--- config.mk ---
export PLATFORM = sky130hd
export DESIGN_NAME = xml_entity_decoder_top
export DESIGN_NICKNAME = d
export VERILOG_FILES = /design/src/rtl/xed_pkg.sv /design/src/rtl/xml_entity_decoder_top.sv
export SDC_FILE = /design/constraint.sdc
export NUM_CORES = 1
export LEC_CHECK = 0
export ABC_AREA = 1
export BUFFER_PORTS_ARGS = -buffer_cell sky130_fd_sc_hd__buf_4
export CAP_MARGIN = 20
export CORE_MARGIN = 5
export CORE_UTILIZATION = 33
export DETAILED_ROUTE_END_ITERATION = 6
export SETUP_SLACK_MARGIN = 0.1
export SLEW_MARGIN = 20
export SYNTH_ARGS = -nofsm -noshare
export SYNTH_HDL_FRONTEND = slang
export SYNTH_SLANG_ARGS = --single-unit
--- constraint.sdc ---
create_clock -name i_clk -period 4.19 [get_ports i_clk]
set_input_delay 1.257 -clock i_clk [delete_from_list [all_inputs] [get_ports i_clk]]
set_output_delay 1.257 -clock i_clk [all_outputs]
set_load 0.1 [all_outputs]
--- src/rtl/xed_pkg.sv ---
// ----------------------------------------------------------------------------
// xed_pkg: shared types and constants for the XML entity decoder
// Character codes, known entity names and the result item layout.
// ----------------------------------------------------------------------------
package xed_pkg;

    localparam int MAX_ENTITY_DEF = 8;
    localparam int NAME_LEN       = 4;

    localparam logic [7:0] CH_AMP   = 8'h26;
    localparam logic [7:0] CH_SEMI  = 8'h3B;
    localparam logic [7:0] CH_HASH  = 8'h23;
    localparam logic [7:0] CH_PLUS  = 8'h2B;
    localparam logic [7:0] CH_MINUS = 8'h2D;
    localparam logic [7:0] CH_QUOT  = 8'h22;
    localparam logic [7:0] CH_LT    = 8'h3C;
    localparam logic [7:0] CH_GT    = 8'h3E;
    localparam logic [7:0] CH_APOS  = 8'h27;
    localparam logic [7:0] CH_ZERO  = 8'h30;
    localparam logic [7:0] CH_NINE  = 8'h39;

    localparam logic [7:0] CH_A = 8'h61;
    localparam logic [7:0] CH_G = 8'h67;
    localparam logic [7:0] CH_L = 8'h6C;
    localparam logic [7:0] CH_M = 8'h6D;
    localparam logic [7:0] CH_O = 8'h6F;
    localparam logic [7:0] CH_P = 8'h70;
    localparam logic [7:0] CH_Q = 8'h71;
    localparam logic [7:0] CH_S = 8'h73;
    localparam logic [7:0] CH_T = 8'h74;
    localparam logic [7:0] CH_U = 8'h75;

    typedef enum logic [1:0] {
        NP_LEAD,
        NP_DIGIT,
        NP_STOP
    } t_num_phase;

    typedef struct packed {
        logic [7:0] out_byte;
        logic       out_valid;
        logic       error;
        logic       done_res;
    } t_result;

    function automatic logic is_space(input logic [7:0] c);
        return c inside {8'h20, [8'h09:8'h0D]};
    endfunction

    function automatic logic is_digit(input logic [7:0] c);
        return c inside {[CH_ZERO:CH_NINE]};
    endfunction

endpackage

--- src/rtl/xml_entity_decoder_top.sv ---
// ----------------------------------------------------------------------------
// xml_entity_decoder_top: XML character entity decoder
// One text byte in, one result item out; entities decoded on the fly.
// ----------------------------------------------------------------------------
// One input byte is taken per cycle while the skid register is empty; its
// result item goes to the result register, or to the skid register while
// the output stalls. Decoding is a single pass from the input port. The
// result and skid registers let one more byte in after the output stalls;
// the input stalls only while the skid register is full. Decimal entities are
// accumulated as their bytes arrive, so the closing ';' only selects a value.
module xml_entity_decoder_top
    import xed_pkg::*;
#(
    parameter int MAX_ENTITY = MAX_ENTITY_DEF
) (
    input  logic       i_clk,
    input  logic       i_rst_n,
    input  logic       i_in_valid,
    output logic       o_in_stall,
    input  logic [7:0] i_in_byte,
    input  logic       i_last,
    output logic       o_res_valid,
    input  logic       i_res_stall,
    output logic [7:0] o_out_byte,
    output logic       o_out_valid,
    output logic       o_error,
    output logic       o_done_res
);

    localparam int LEN_W = $clog2(MAX_ENTITY + 1);

    logic                   r_in_ent,  n_in_ent;
    logic                   r_err,     n_err;
    logic [LEN_W-1:0]       r_len,     n_len;
    logic [NAME_LEN-1:0][7:0] r_name,  n_name;
    t_num_phase             r_phase,   n_phase;
    logic                   r_neg,     n_neg;
    logic [7:0]             r_val,     n_val;

    t_result                r_res,     n_res;
    t_result                r_skid,    n_skid;
    logic                   r_res_valid, n_res_valid;
    logic                   r_skid_valid, n_skid_valid;

    t_result                res_new;
    logic                   accept;
    logic                   res_take;
    logic                   is_num;
    logic [7:0]             num_val;
    logic [7:0]             ent_val;
    logic [7:0]             digit;
    logic [7:0]             val_x10;

    assign accept   = i_in_valid && !r_skid_valid;
    assign res_take = r_res_valid && !i_res_stall;

    assign is_num  = (r_len != '0) && (r_name[0] == CH_HASH);
    assign num_val = r_neg ? 8'(8'd0 - r_val) : r_val;
    assign digit   = 8'(i_in_byte - CH_ZERO);
    assign val_x10 = 8'({r_val, 3'b000} + {r_val, 1'b0});

    always_comb begin
        if (is_num) begin
            ent_val = num_val;
        end else if (r_len == LEN_W'(3) && r_name[0] == CH_A && r_name[1] == CH_M
                     && r_name[2] == CH_P) begin
            ent_val = CH_AMP;
        end else if (r_len == LEN_W'(4) && r_name[0] == CH_Q && r_name[1] == CH_U
                     && r_name[2] == CH_O && r_name[3] == CH_T) begin
            ent_val = CH_QUOT;
        end else if (r_len == LEN_W'(2) && r_name[0] == CH_L && r_name[1] == CH_T) begin
            ent_val = CH_LT;
        end else if (r_len == LEN_W'(2) && r_name[0] == CH_G && r_name[1] == CH_T) begin
            ent_val = CH_GT;
        end else if (r_len == LEN_W'(4) && r_name[0] == CH_A && r_name[1] == CH_P
                     && r_name[2] == CH_O && r_name[3] == CH_S) begin
            ent_val = CH_APOS;
        end else begin
            ent_val = 8'd0;
        end
    end

    // decode of the incoming item
    always_comb begin
        n_in_ent = r_in_ent;
        n_err    = r_err;
        n_len    = r_len;
        n_name   = r_name;
        n_phase  = r_phase;
        n_neg    = r_neg;
        n_val    = r_val;
        res_new  = '0;

        if (!r_err) begin
            if (i_in_byte == CH_AMP) begin
                if (r_in_ent) begin
                    n_err = 1'b1;
                end else begin
                    n_in_ent = 1'b1;
                    n_len    = '0;
                    n_phase  = NP_LEAD;
                    n_neg    = 1'b0;
                    n_val    = 8'd0;
                end
            end else if (i_in_byte == CH_SEMI && r_in_ent) begin
                n_in_ent = 1'b0;
                if (ent_val == 8'd0) begin
                    n_err = 1'b1;
                end else begin
                    res_new.out_byte  = ent_val;
                    res_new.out_valid = 1'b1;
                end
            end else if (r_in_ent) begin
                if (r_len >= LEN_W'(MAX_ENTITY)) begin
                    n_err = 1'b1;
                end else begin
                    for (int k = 0; k < NAME_LEN; k++) begin
                        if (r_len == LEN_W'(k)) begin
                            n_name[k] = i_in_byte;
                        end
                    end
                    n_len = LEN_W'(r_len + 1'b1);
                    if (r_len != '0) begin
                        case (r_phase)
                            NP_LEAD: begin
                                if (is_space(i_in_byte)) begin
                                    n_phase = NP_LEAD;
                                end else if (i_in_byte == CH_PLUS || i_in_byte == CH_MINUS) begin
                                    n_neg   = (i_in_byte == CH_MINUS);
                                    n_phase = NP_DIGIT;
                                end else if (is_digit(i_in_byte)) begin
                                    n_val   = digit;
                                    n_phase = NP_DIGIT;
                                end else begin
                                    n_phase = NP_STOP;
                                end
                            end
                            NP_DIGIT: begin
                                if (is_digit(i_in_byte)) begin
                                    n_val = 8'(val_x10 + digit);
                                end else begin
                                    n_phase = NP_STOP;
                                end
                            end
                            default: begin
                                n_phase = NP_STOP;
                            end
                        endcase
                    end
                end
            end else begin
                res_new.out_byte  = i_in_byte;
                res_new.out_valid = 1'b1;
            end
            if (i_last && n_in_ent) begin
                n_err = 1'b1;
            end
        end

        res_new.error    = n_err;
        res_new.done_res = i_last;

        if (i_last) begin
            n_in_ent = 1'b0;
            n_len    = '0;
            n_err    = 1'b0;
        end
    end

    // result register with skid stage
    always_comb begin
        n_res        = r_res;
        n_skid       = r_skid;
        n_res_valid  = r_res_valid;
        n_skid_valid = r_skid_valid;
        if (r_skid_valid) begin
            if (res_take) begin
                n_res        = r_skid;
                n_skid_valid = 1'b0;
            end
        end else if (accept) begin
            if (!r_res_valid || res_take) begin
                n_res       = res_new;
                n_res_valid = 1'b1;
            end else begin
                n_skid       = res_new;
                n_skid_valid = 1'b1;
            end
        end else if (res_take) begin
            n_res_valid = 1'b0;
        end
    end

    always_ff @(posedge i_clk) begin
        if (!i_rst_n) begin
            r_in_ent     <= 1'b0;
            r_err        <= 1'b0;
            r_len        <= '0;
            r_phase      <= NP_LEAD;
            r_neg        <= 1'b0;
            r_val        <= 8'd0;
            r_res_valid  <= 1'b0;
            r_skid_valid <= 1'b0;
        end else begin
            if (accept) begin
                r_in_ent <= n_in_ent;
                r_err    <= n_err;
                r_len    <= n_len;
                r_phase  <= n_phase;
                r_neg    <= n_neg;
                r_val    <= n_val;
            end
            r_res_valid  <= n_res_valid;
            r_skid_valid <= n_skid_valid;
        end
    end

    always_ff @(posedge i_clk) begin
        if (accept) begin
            r_name <= n_name;
        end
        r_res  <= n_res;
        r_skid <= n_skid;
    end

    assign o_in_stall  = r_skid_valid;
    assign o_res_valid = r_res_valid;
    assign o_out_byte  = r_res.out_byte;
    assign o_out_valid = r_res.out_valid;
    assign o_error     = r_res.error;
    assign o_done_res  = r_res.done_res;

`ifndef SYNTH
    a_skid_implies_res: assert property (@(posedge i_clk) disable iff (!i_rst_n)
        r_skid_valid |-> r_res_valid)
        else $error("skid register full while result register empty");

    a_len_bound: assert property (@(posedge i_clk) disable iff (!i_rst_n)
        r_len <= LEN_W'(MAX_ENTITY))
        else $error("entity length beyond buffer size");

    a_valid_no_error: assert property (@(posedge i_clk) disable iff (!i_rst_n)
        (r_res_valid && r_res.out_valid) |-> !r_res.error)
        else $error("decoded byte shown together with error");

    a_last_clears: assert property (@(posedge i_clk) disable iff (!i_rst_n)
        (accept && i_last) |=> (!r_in_ent && !r_err && r_len == '0))
        else $error("string state not cleared after last byte");
`endif

endmodule

-- Word-level counts from Yosys, hierarchy flattened
Cells that the tools add are included.
- register bits: 73
- output and inout bits: 13
- bitwise logic cells: 6
- $add $sub $neg: 5
- equal/unequal tests: 38
- order comparisons: 5
- reduce and logical (&&, ||, !) cells: 53
- mux-type cells: 75
- operators with widths (cell ; number):
    $eq 8x7->1 const B ; 12
    $mux 8 ; 12
    $eq 8x6->1 const B ; 6
    $mux 9 ; 5
    $mux 11 ; 4
    $mux 1 ; 30
    $mux 6 ; 5
    $mux 4 ; 7
    $reduce_and 7->1 ; 4
    $ne 3x3->1 const B ; 8
    $logic_and 1x1->1 ; 22
    $mux 2 ; 10
    $add 8x8->8 ; 2
    $pmux 8 s2 ; 1
    $reduce_bool 2->1 ; 8
    $reduce_and 12->1 ; 1
    $ne 2x2->1 const B ; 5
    $reduce_and 10->1 ; 1
    $reduce_and 3->1 ; 3
    $eq 4x2->1 const B ; 2
    $ge 8x4->1 const B ; 1
    $ge 8x6->1 const B ; 1
    $le 8x4->1 const B ; 1
    $le 8x6->1 const B ; 1
    20 further kinds ; 30

-- Depth between registers and ports, before layout
Gate-level depths: netlist of the first run.
- word-level depth: 20
- depth in mapped cells: 16
- gate-level depth less buffers: 16

-- Least setup slack after synthesis of the first run
OpenSTA, ideal clock, no wires.
- kind: input -> register
- from: input i_in_byte[4]
- to: register r_name[16] (netlist name) (enable)
- data required time: 3795 ps
- slack: 809 ps
- cell stages on the path: 9
- setup time: 395 ps
- arrival time: 2987 ps
- path through: inv_1 > ha_1 > nand2_2 > nor3_4 > nand2_4 > inv_6 > nor2_1 > nand3_1 > nor4_1
- cells in the longest elaborated chain, start to end: 4
- elaborated cells between the ends (all ways): 6
- those cells by class: 2 x eq/ne; 2 x bitwise; 2 x reduce/logical
- RTL lines (what ; RTL line ; source):
    start, declared ; xml_entity_decoder_top.sv:20 ; input logic [7:0] i_in_byte,
    $eq 8x6->1 ; xml_entity_decoder_top.sv:105 ; end else if (i_in_byte == CH_SEMI && r_in_ent) begin
    $logic_and 1x1->1 ; xml_entity_decoder_top.sv:105 ;
    $not 1->1 (no line) ; -- ;
    $reduce_and 7->1 (no line) (*) ; -- ;
    end signal, assigned ; xml_entity_decoder_top.sv:220 ; r_name <= n_name;
    end, declared ; xml_entity_decoder_top.sv:35 ; logic [NAME_LEN-1:0][7:0] r_name, n_name;
Every way passes the cells marked *; elsewhere a longest branch is shown, timed or not.
A chain may end at the register's enable or synchronous reset.

-- Final worst setup path of the first run
- from: input i_in_byte[4]
- to: register r_val[7]
- cells in the longest elaborated chain, start to end: 10
- elaborated cells between the ends (all ways): 37
- those cells by class: 2 x add/sub; 4 x order compare; 12 x eq/ne; 10 x mux; 9 x reduce/logical
- RTL lines (what ; RTL line ; source):
    branches (longest 10 deep; another with $sub 8x6->8) ; -- ;
    end signal, assigned ; xml_entity_decoder_top.sv:211 ; r_val <= n_val;
    end, declared ; xml_entity_decoder_top.sv:38 ; logic [7:0] r_val, n_val;
Parallel ways; which one is timed is not known. The select of a mux whose other input is x is not followed.

==> flow_metrics.env, run 1 <==
export IMPL_status="finished, final reports clean"
export IMPL_r2r_start="r_val[2]"
export IMPL_cts_tree="done"
export IMPL_clk_latency_ns=0.33
export IMPL_routabilityCongestion=0.877
export IMPL_endpoint_kind="flip-flop"
export IMPL_drc=0
export IMPL_crit_path_frequent_cell="inv_1"
export IMPL_grt_start_max_net_pins=21
export IMPL_die_h_um=122
export IMPL_relSlewSlack=0.300
export IMPL_cp_num_buf_inv=4
export IMPL_postCtsSetupBuffers=0
export IMPL_power_switching_share=0.246
export IMPL_clkPwrFrac=0.437
export IMPL_clock_sinks=73
export IMPL_grt_pass1_vias=3443
export IMPL_min_from="r_phase[1]"
export IMPL_fin_ws_ns=0.976
export IMPL_placed_cell_area_sq_um=4570
export IMPL_post_drt_via_cell_ratio=4.70
export IMPL_hold_path_class="flip-flop to flip-flop"
export IMPL_gr_total_overflow=0
export IMPL_power_internal_mw=1.31
export IMPL_cts_buffers=9
export IMPL_synth_cells=513
export IMPL_ys_top_cells_by_area="edfxtp_1 39%, nand2_1 11%, dfxtp_1 9.1%"
export IMPL_power_density_nw_per_um2=356
export IMPL_worstPathArrival_ns=3.43
export IMPL_ys_ff_latch=73
export IMPL_fin_skew_ns=0.00706
export IMPL_tightest_slew_ns=1.05
export IMPL_synth_nets=546
export IMPL_final_area_sq_um=4870
export IMPL_initial_core_util=0.333
export IMPL_syn_avg_cell_area_sq_um=8.11
export IMPL_crit_chain="buf_4 -> inv_1 -> ha_1 -> inv_1 -> fa_1 -> inv_1 -> ha_1 -> a21o_1 -> a21oi_1 -> xnor2_1 -> nand2_1 -> o211ai_1 -> a21oi_1"
export IMPL_cp_start_kind="input pin"
export IMPL_drv_slew=0
export IMPL_hold_viol_final=0
export IMPL_layout_nets=581
export IMPL_diodes=0
export IMPL_ant_nets=0
export IMPL_cts_resized=0
export IMPL_drt_iter0_drc=279
export IMPL_slowest_delay_ns=0.48
export IMPL_synth_cell_types=36
export IMPL_crit_fanout=9
export IMPL_synth_area_sq_um=4160
export IMPL_critPathRequiredTime_ns=4.40
export IMPL_ys_seq_area_frac=0.481
export IMPL_syn2layout_area_growth_pct=17.0
export IMPL_pre_cts_slack_ns=0.635
export IMPL_path_clk_slew_ns=0.06
export IMPL_portBuffers=25
export IMPL_crit_family="adder cells"
export IMPL_io_pin_count=26
export IMPL_fp_row_count=41
export IMPL_dr_pass1_iters=6
export IMPL_startpoint="i_in_byte[4]"
export IMPL_core_area_sq_um=12500
export IMPL_die_area_sq_um=15000
export IMPL_wl_per_cell_um=13.5
export IMPL_dp_hpwl_mm=7.55
export IMPL_switchingPower_mw=0.426
export IMPL_ctsHoldBuffers=0
export IMPL_ir_drop_v=0.000165
export IMPL_via_count=3405
export IMPL_worst_setup_path_type="input pin to flip-flop"
export IMPL_finalSetupViolCount=0
export IMPL_seq_power_share=0.460
export IMPL_htreeDepth=3
export IMPL_fin_crit_ns=3.21
export IMPL_drive_gt1_frac=0.105
export IMPL_die_width_um=122
export IMPL_setup_tns_ns=0
export IMPL_drv_cap=0
export IMPL_grt_pass1_wl_mm=16.4
export IMPL_n_fill_cell=1281
export IMPL_grt_use_total=0.141
export IMPL_antenna_found_initial=0
export IMPL_yosysWarnings=0
export IMPL_period_share=0.767
export IMPL_wl_mm=9.80
export IMPL_p_leak_nw=2.14
export IMPL_netlist_top_cell_by_area="edfxtp_1"
export IMPL_synth_top_cell_area_share=0.390
export IMPL_cts_root_buf="clkbuf_16"
export IMPL_p_total_mw=1.74
export IMPL_combinationalPowerShare=0.103
export IMPL_clockBufferDepth=2
export IMPL_fmax_ghz=0.311
export IMPL_rsz0062_at_grt="false"
export IMPL_slowest_stage="fa_1"
==> power by group through the flow <==
stage                     Sequential (mW)  Combinational [mW]  Clock, mW
after floorplan                     0.877              0.0604          0
after global placement              0.813               0.178          0
after detailed placement            0.814               0.180          0
after CTS                           0.799               0.181      0.775
after global routing                0.800               0.194      0.808
final                               0.798               0.178      0.759
==> per-layer routing <==
layer | GRT usage | wire length (um) | vias up
met2 | 0.251 | 4910 | 81
met3 | 0.0258 | 430 | 21
li1 | - | - | 1738
met5 | 0 | 0 | -
met1 | 0.168 | 4210 | 1565
met4 | 0.0588 | 246 | 0
==> area by class of cell <==
| cell class | instances | area (sq um) | share of cell area |
|---|---|---|---|
| Multi-Input combinational cell | 344 | 1790 | 0.367 |
| Clock buffer | 11 | 243 | 0.0498 |
| Timing Repair Buffer | 30 | 225 | 0.0462 |
| Inverter | 90 | 343 | 0.0704 |
| Sequential cell | 73 | 2000 | 0.411 |
| Clock inverter | 5 | 55.1 | 0.0113 |
| Tap cell | 172 | 215 | 0.0442 |
==> layout by cell type (no fill, tap or decap), types with 3 or more instances in the layout <==
| cell type | instances |
|---|---|
| nand2_1 | 123 |
| inv_1 | 87 |
| nor2_1 | 66 |
| edfxtp_1 | 54 |
| nand3_1 | 31 |
| a21oi_1 | 31 |
| buf_4 | 30 |
| o21ai_0 | 19 |
| dfxtp_1 | 19 |
| ha_1 | 15 |
| nor3_1 | 12 |
| clkbuf_16 | 9 |
| xor2_1 | 5 |
| fa_1 | 5 |
| nand4_1 | 4 |
| a211oi_1 | 4 |
| nor2_2 | 3 |
| o211ai_1 | 3 |
| a31oi_1 | 3 |
| xnor2_1 | 3 |
==> per-stage QoR <==
step           instances  hold WS, ns  utilization
6_report             725        0.487        0.389
5_1_grt              725        0.532        0.389
4_1_cts              725        0.493        0.389
3_5_place_dp         709        0.485        0.365
3_3_place_gp         709        0.473        0.365
2_1_floorplan        513        0.453            -
==> synth_stat cells (all sizes together) <==
master,number
nor3,15
nand2,126
ha,15
xnor2,3
fa,5
nand3,32
edfxtp,54
clkinv,1
o211ai,3
o22ai,2
or2,1
dfxtp,19
clkbuf,4
buf,2
o21ai,19
a21o,1
nor3b,2
a21oi,31
inv,89
nor4,1
nand3b,1
a31oi,3
a22oi,1
xor2,5
nand4,4
a211oi,4
o31ai,1
nor2,69
==> final timing paths <==
| kind | end | slack [ns] | cells after the start |
|---|---|---|---|
| max | r_val[7] | 0.98 | 13 |
| min | r_phase[1] | 0.49 | 2 |
| max reg2reg | r_val[7] | 1.88 | 10 |
| min reg2reg | r_phase[1] | 0.49 | 2 |
==> worst reg2reg max path, cell delays in order (launching register included) <==
cell and delay (ns):
dfxtp_1 0.41, inv_1 0.16, fa_1 0.56, inv_1 0.04
ha_1 0.32, a21o_1 0.19, a21oi_1 0.16, xnor2_1 0.13
nand2_1 0.06, o211ai_1 0.09, a21oi_1 0.08
==> logic make-up after synthesis <==
kind of cell	count (synthesis)	synth area share
simple gates	251	0.258
flops	73	0.481
xor+xnor	8	0.0168
fa+ha+maj	20	0.0691
compound gates	65	0.0857
buf+inv	96	0.0896
==> registers in the layout (all words and copies together) (netlist names) <==
register,flops
r_phase,2
o_res_valid,1
r_neg,1
o_out_byte,8
o_error,1
r_len,4
r_err,1
o_in_stall,1
r_name,32
r_val,8
o_done_res,1
r_skid,11
r_in_ent,1
o_out_valid,1
(Power assumes the default switching activity.)
==> run 2: changes to the inputs <==
Clock period 4.19 ns to 3.3 ns, I/O delays scaled along.
==> run 2 against run 1 <==
  * Flip-flop and latch count stayed put
  * Sequential share of layout area is 0.37 points lower
  * Critical endpoint unchanged
  * Largest cell class unchanged
  * Non-clock buffer count is 4 higher
  * Final area is 0.90% higher
  * Count of clock-buffer cells in the layout is 1 lower
  * Critical path type unchanged
  * Largest power group is now clock
  * Worst setup slack worse by 0.56 ns
  * Via count is 0.47% higher
  * Clock power is 34% higher
  * Routed wire length is 1.6% higher
==> flow_metrics.env, run 2 (same netlist as run 1, synthesis figures left out) <==
export IMPL_diodes=0
export IMPL_gr_total_overflow=0
export IMPL_tightest_slew_ns=0.397
export IMPL_fmax_ghz=0.346
export IMPL_clockBufferDepth=2
export IMPL_setup_tns_ns=0
export IMPL_antenna_found_initial=0
export IMPL_die_h_um=122
export IMPL_place_inst=713
export IMPL_fin_crit_ns=2.89
export IMPL_grt_pass1_wl_mm=16.6
export IMPL_ff_latch_area_sq_um=2000
export IMPL_final_cell_count_no_fill=729
export IMPL_die_width_um=122
export IMPL_critPathRequiredTime_ns=3.52
export IMPL_dp_hpwl_mm=7.60
export IMPL_power_density_nw_per_um2=461
export IMPL_clock_sinks=73
export IMPL_drv_slew=0
export IMPL_drive_gt1_frac=0.110
export IMPL_finalSetupViolCount=0
export IMPL_status="finished, final reports clean"
export IMPL_wl_per_cell_um=13.7
export IMPL_grt_start_max_net_pins=21
export IMPL_grt_pass1_vias=3480
export IMPL_n_fill_cell=1296
export IMPL_hold_viol_final=0
export IMPL_cp_start_kind="input pin"
export IMPL_portBuffers=25
export IMPL_ir_drop_v=0.000223
export IMPL_grt_use_total=0.143
export IMPL_routabilityCongestion=0.941
export IMPL_rsz0062_at_grt="false"
export IMPL_crit_fanout=8
export IMPL_post_drt_via_cell_ratio=4.69
export IMPL_drc=0
export IMPL_relSlewSlack=0.736
export IMPL_slowest_delay_ns=0.47
export IMPL_io_pin_count=26
export IMPL_dr_pass1_iters=4
export IMPL_die_area_sq_um=15000
export IMPL_layout_common_cells="123 x nand2_1, 87 x inv_1, 66 x nor2_1"
export IMPL_htreeDepth=3
export IMPL_crit_path_frequent_cell="inv_1"
export IMPL_cts_resized=0
export IMPL_cts_buffers=9
export IMPL_wl_mm=9.96
export IMPL_via_count=3421
export IMPL_rrSetupSlack_ns=0.96
export IMPL_ant_nets=0
export IMPL_drt_iter0_drc=219
export IMPL_crit_chain="buf_4 -> inv_1 -> ha_1 -> inv_1 -> fa_1 -> inv_1 -> ha_1 -> a21o_1 -> a21oi_1 -> xnor2_1 -> nand2_1 -> o211ai_1 -> a21oi_1"
export IMPL_endpoint_kind="flip-flop"
export IMPL_ctsHoldBuffers=0
export IMPL_cts_root_buf="clkbuf_16"
export IMPL_layout_nets=585
export IMPL_reg_top3="r_name x32, r_skid x11"
export IMPL_hold_path_class="flip-flop to flip-flop"
export IMPL_initial_core_util=0.333
export IMPL_drv_cap=0
export IMPL_fp_row_count=41
export IMPL_multi_input_area_sq_um=1790
export IMPL_period_share=0.875
export IMPL_core_area_sq_um=12500
export IMPL_worst_setup_path_type="input pin to flip-flop"
export IMPL_postCtsSetupBuffers=0
export IMPL_worstPathArrival_ns=3.10
export IMPL_path_clk_slew_ns=0.06
export IMPL_final_common_cell="nand2_1"
export IMPL_clk_latency_ns=0.34
export IMPL_cts_tree="done"
export IMPL_syn2layout_area_growth_pct=18.1
export IMPL_p_leak_nw=2.17
export IMPL_fin_skew_ns=0.00688
export IMPL_largest_reg_flops=32
export IMPL_slowest_stage="fa_1"
export IMPL_regMostFlops="r_name"
run 2: cell types whose count changed in the layout (fill, tap and decap cells not counted), sizes merged:
| cell | delta |
|---|---|
| clkinvlp | -2 |
| bufinv | +1 |
| clkbuf | -1 |
| buf | +4 |
| clkinv | +2 |
run 2: power breakdown:
group	switching, mW	leakage [nW]	total, mW	internal, mW
logic	0.173	1.37	0.231	0.0587
registers	0.00645	0.645	1.01	1.00
clock network	0.367	0.154	1.02	0.658
total	0.546	2.17	2.27	1.72
run 2: metrics by stage:
step	power [mW]	utilization	hold slack [ns]	instance area (sq um)	setup WS (ns)
after floorplan	1.19	-	0.453	4160	0.186
after global placement	1.26	0.368	0.471	4600	0.146
final	2.27	0.393	0.487	4910	0.414
after global routing	2.35	0.393	0.524	4910	0.231
after detailed placement	1.26	0.368	0.480	4600	0.0559
after CTS	2.29	0.393	0.489	4910	0.411
run 2: worst max-delay path, delay by kind of cell:
kind | cells | cell delay [ns]
buffers and inverters | 4 | 0.29
adder cells (fa/ha/maj) | 3 | 1.10
XOR/XNOR | 1 | 0.14
AND/OR/NAND/NOR | 1 | 0.07
AO/OA/AOI/OAI | 4 | 0.51
run 2: area by class of cell:
| type | instances | share of cell area |
|---|---|---|
| inverters | 90 | 0.0698 |
| well taps | 172 | 0.0438 |
| flip-flops and latches | 73 | 0.407 |
| clock buffers | 10 | 0.0466 |
| multi-input cells | 344 | 0.364 |
| repair buffers | 34 | 0.0519 |
| clock inverters | 6 | 0.0168 |
run 2: path summary, 6_finish.rpt:
| kind | endpoint | startpoint | cells past startpoint |
|---|---|---|---|
| min | r_phase[1] | r_phase[1] | 2 |
| max | r_val[7] | i_in_byte[5] | 13 |
| min reg2reg | r_phase[1] | r_phase[1] | 2 |
| max reg2reg | o_out_valid | r_len[0] | 14 |
run 2: metal layers:
layer,up-vias,wire length (um),part of all wire,track usage
met2,64,4980,0.50,0.250
met4,0,328,0.033,0.0714
met3,25,348,0.035,0.0276
met1,1584,4300,0.43,0.167
li1,1748,-,-,-
met5,-,0,0,0
==> run 3: changes to the inputs <==
Settings changed: ABC_AREA 1 to not set.
==> run 3 against run 2 <==
  * Largest power group is now sequential cells
  * Global-route usage fell by 0.052 points
  * Critical path type unchanged
  * Non-clock buffer count rose by 15
  * Sequential share of layout area rose by 0.062 points
==> flow_metrics.env, run 3 <==
export IMPL_startpoint="i_in_byte[4]"
export IMPL_yosysWarnings=0
export IMPL_pre_cts_slack_ns=-0.0274
export IMPL_drt_iter0_drc=199
export IMPL_tightest_slew_ns=0.753
export IMPL_die_width_um=121
export IMPL_holdWs_ns=0.492
export IMPL_cts_buffers=9
export IMPL_layout_common_cells="54 x edfxtp_1, 47 x buf_4, 38 x nand2_1"
export IMPL_core_area_sq_um=12100
export IMPL_grt_pass1_vias=3005
export IMPL_dp_hpwl_mm=7.51
export IMPL_synth_cells=386
export IMPL_grt_use_total=0.143
export IMPL_drive_gt1_frac=0.195
export IMPL_n_fill_cell=1153
export IMPL_drc=0
export IMPL_io_pin_count=26
export IMPL_grt_start_max_net_pins=25
export IMPL_ys_top_cells_by_area="edfxtp_1 40%, dfxtp_1 9.3%, ha_1 4.6%"
export IMPL_cts_tree="done"
export IMPL_regMostFlops="r_name"
export IMPL_endpoint_kind="flip-flop"
export IMPL_wl_per_cell_um=16.3
export IMPL_dr_pass1_iters=4
export IMPL_antenna_found_initial=0
export IMPL_power_density_nw_per_um2=435
export IMPL_netlist_top_cell_by_area="edfxtp_1"
export IMPL_min_path_cells=2
export IMPL_synth_edf_count=54
export IMPL_ys_ff_latch=73
export IMPL_relSlewSlack=0.492
export IMPL_period_share=0.891
export IMPL_p_leak_nw=1.77
export IMPL_rsz0062_at_grt="false"
export IMPL_wl_mm=9.83
export IMPL_seq_power_share=0.476
export IMPL_hold_path_class="flip-flop to flip-flop"
export IMPL_drv_cap=0
export IMPL_portBuffers=25
export IMPL_clkPwrFrac=0.411
export IMPL_clock_sinks=73
export IMPL_worst_setup_path_type="input pin to flip-flop"
export IMPL_drv_slew=0
export IMPL_power_switching_share=0.261
export IMPL_diodes=0
export IMPL_initial_core_util=0.339
export IMPL_ys_seq_area_frac=0.490
export IMPL_synth_top_cell_area_share=0.397
export IMPL_status="finished, final reports clean"
export IMPL_power_internal_mw=1.58
export IMPL_worstReg2RegEnd="o_out_byte[1]"
export IMPL_ant_nets=0
export IMPL_fp_row_count=40
export IMPL_synth_area_sq_um=4080
export IMPL_fin_ws_ns=0.359
export IMPL_layout_nets=465
export IMPL_gr_total_overflow=0
export IMPL_synth_cell_types=68
export IMPL_switchingPower_mw=0.556
export IMPL_path_clk_slew_ns=0.06
export IMPL_fmax_ghz=0.340
export IMPL_ff_latch_area_sq_um=2000
export IMPL_clk_latency_ns=0.33
export IMPL_reg2reg_depth=7
export IMPL_ir_drop_v=0.000203
export IMPL_yosysMostFrequentCell="edfxtp_1"
export IMPL_reg_top3="r_name x32, r_skid x11"
export IMPL_cp_start_kind="input pin"
export IMPL_synth_nets=419
export IMPL_die_area_sq_um=14700
export IMPL_final_common_cell="edfxtp_1"
export IMPL_htreeDepth=3
export IMPL_multi_input_area_sq_um=1960
export IMPL_crit_fanout=6
export IMPL_routabilityCongestion=0.877
export IMPL_worstPathArrival_ns=3.20
export IMPL_finalSetupViolCount=0
export IMPL_fin_skew_ns=0.00816
export IMPL_combinationalPowerShare=0.113
export IMPL_syn_avg_cell_area_sq_um=10.6
export IMPL_cts_root_buf="clkbuf_16"
export IMPL_clockBufferDepth=2
export IMPL_crit_end="r_phase[0]"
export IMPL_hold_viol_final=0
export IMPL_ys_top_cells_by_count="54 x edfxtp_1, 38 x nand2_1, 34 x a21oi_1"
export IMPL_r2r_start="r_name[2]"
export IMPL_async_flop_share=0
export IMPL_die_h_um=121
export IMPL_syn2layout_area_growth_pct=20.2
export IMPL_grt_pass1_wl_mm=16.2
export IMPL_fin_crit_ns=2.94
export IMPL_rrSetupSlack_ns=0.37
export IMPL_post_drt_via_cell_ratio=5.11
export IMPL_synthFlopType="edfxtp_1"
export IMPL_critPathRequiredTime_ns=3.56
export IMPL_p_total_mw=2.13
export IMPL_via_count=3093
export IMPL_largest_reg_flops=32
-- run 3: cell types whose count changed after synthesis, sizes merged, moves of 6 or more --
| cell | before | now |
|---|---|---|
| nand2 | 126 | 38 |
| inv | 89 | 19 |
| nor2 | 69 | 24 |
| nand3 | 32 | 9 |
| nor2b | 0 | 10 |
| nor3 | 15 | 5 |
| nand2b | 0 | 8 |
| o31ai | 1 | 7 |
| or4 | 0 | 6 |
| xnor2 | 3 | 9 |
-- run 3: routing by layer --
metal	wire length [um]	track usage	vias up
met1	4450	0.187	1466
met2	4680	0.228	72
met3	495	0.0322	15
li1	-	-	1540
met4	204	0.0581	0
met5	0	0	-
-- run 3: cell families (layout without fill, tap and decap cells) --
kind of cell               count (synthesis)  after routing  synth area share
AOI/OAI and AO/OA                         92             92             0.152
xor gates and xnor gates                  13             13            0.0279
adders and majority gates                 20             20            0.0705
buffers and inverters                     33             84            0.0322
DFF                                       73             73             0.490
muxes                                      7              7            0.0187
and+or+nand+nor                          148            148             0.208
-- run 3: layout make-up --
type | count | area share
well taps | 168 | 0.0428
clock buffers | 9 | 0.0459
multi-input cells | 280 | 0.399
inverters | 19 | 0.0145
clock inverters | 7 | 0.00969
repair buffers | 49 | 0.0801
flip-flops and latches | 73 | 0.408
-- run 3: critical path: stages --
cell and delay [ns]:
buf_4 0.14, ha_1 0.21, nor3b_1 0.16, buf_4 0.15, a311oi_1 0.28, nand3_1 0.19, a211oi_4 0.36, o21ai_1 0.14
or4b_1 0.47, a21oi_1 0.12
-- run 3: timing repair --
action,CTS,global route
endpoints found under the setup margin,0,3
gates resized for setup,0,1
setup buffers,0,0
hold buffers,0,0
-- run 3: power by group through the flow --
stage                     Clock, mW  Sequential (mW)  Combinational [mW]
after global routing          0.934             1.02               0.258
after detailed placement          0             1.04               0.243
after global placement            0             1.03               0.241
after floorplan                   0             1.12              0.0725
final                         0.876             1.02               0.241
after CTS                     0.896             1.02               0.244
-- run 3: per-stage QoR --
| stage | area, sq um | std cells | utilization | setup TNS [ns] |
|---|---|---|---|---|
| after CTS | 4900 | 605 | 0.406 | 0 |
| after detailed placement | 4630 | 589 | 0.384 | -0.0327 |
| after global placement | 4630 | 589 | 0.384 | 0 |
| after global routing | 4910 | 605 | 0.407 | 0 |
| final | 4910 | 605 | 0.407 | 0 |
| after floorplan | 4080 | 386 | - | 0 |
-- run 3: worst min path at each step --
| stage | start | endpoint | slack [ns] |
|---|---|---|---|
| 4_1_cts | r_val[5] | r_val[5] | 0.49 |
| 3_3_place_gp | r_val[5] | r_val[5] | 0.48 |
| 5_1_grt | r_val[7] | r_val[7] | 0.53 |
| 3_5_place_dp | r_val[5] | r_val[5] | 0.48 |
| 2_1_floorplan | r_val[5] | r_val[5] | 0.46 |
| 6_report | r_val[5] | r_val[5] | 0.49 |
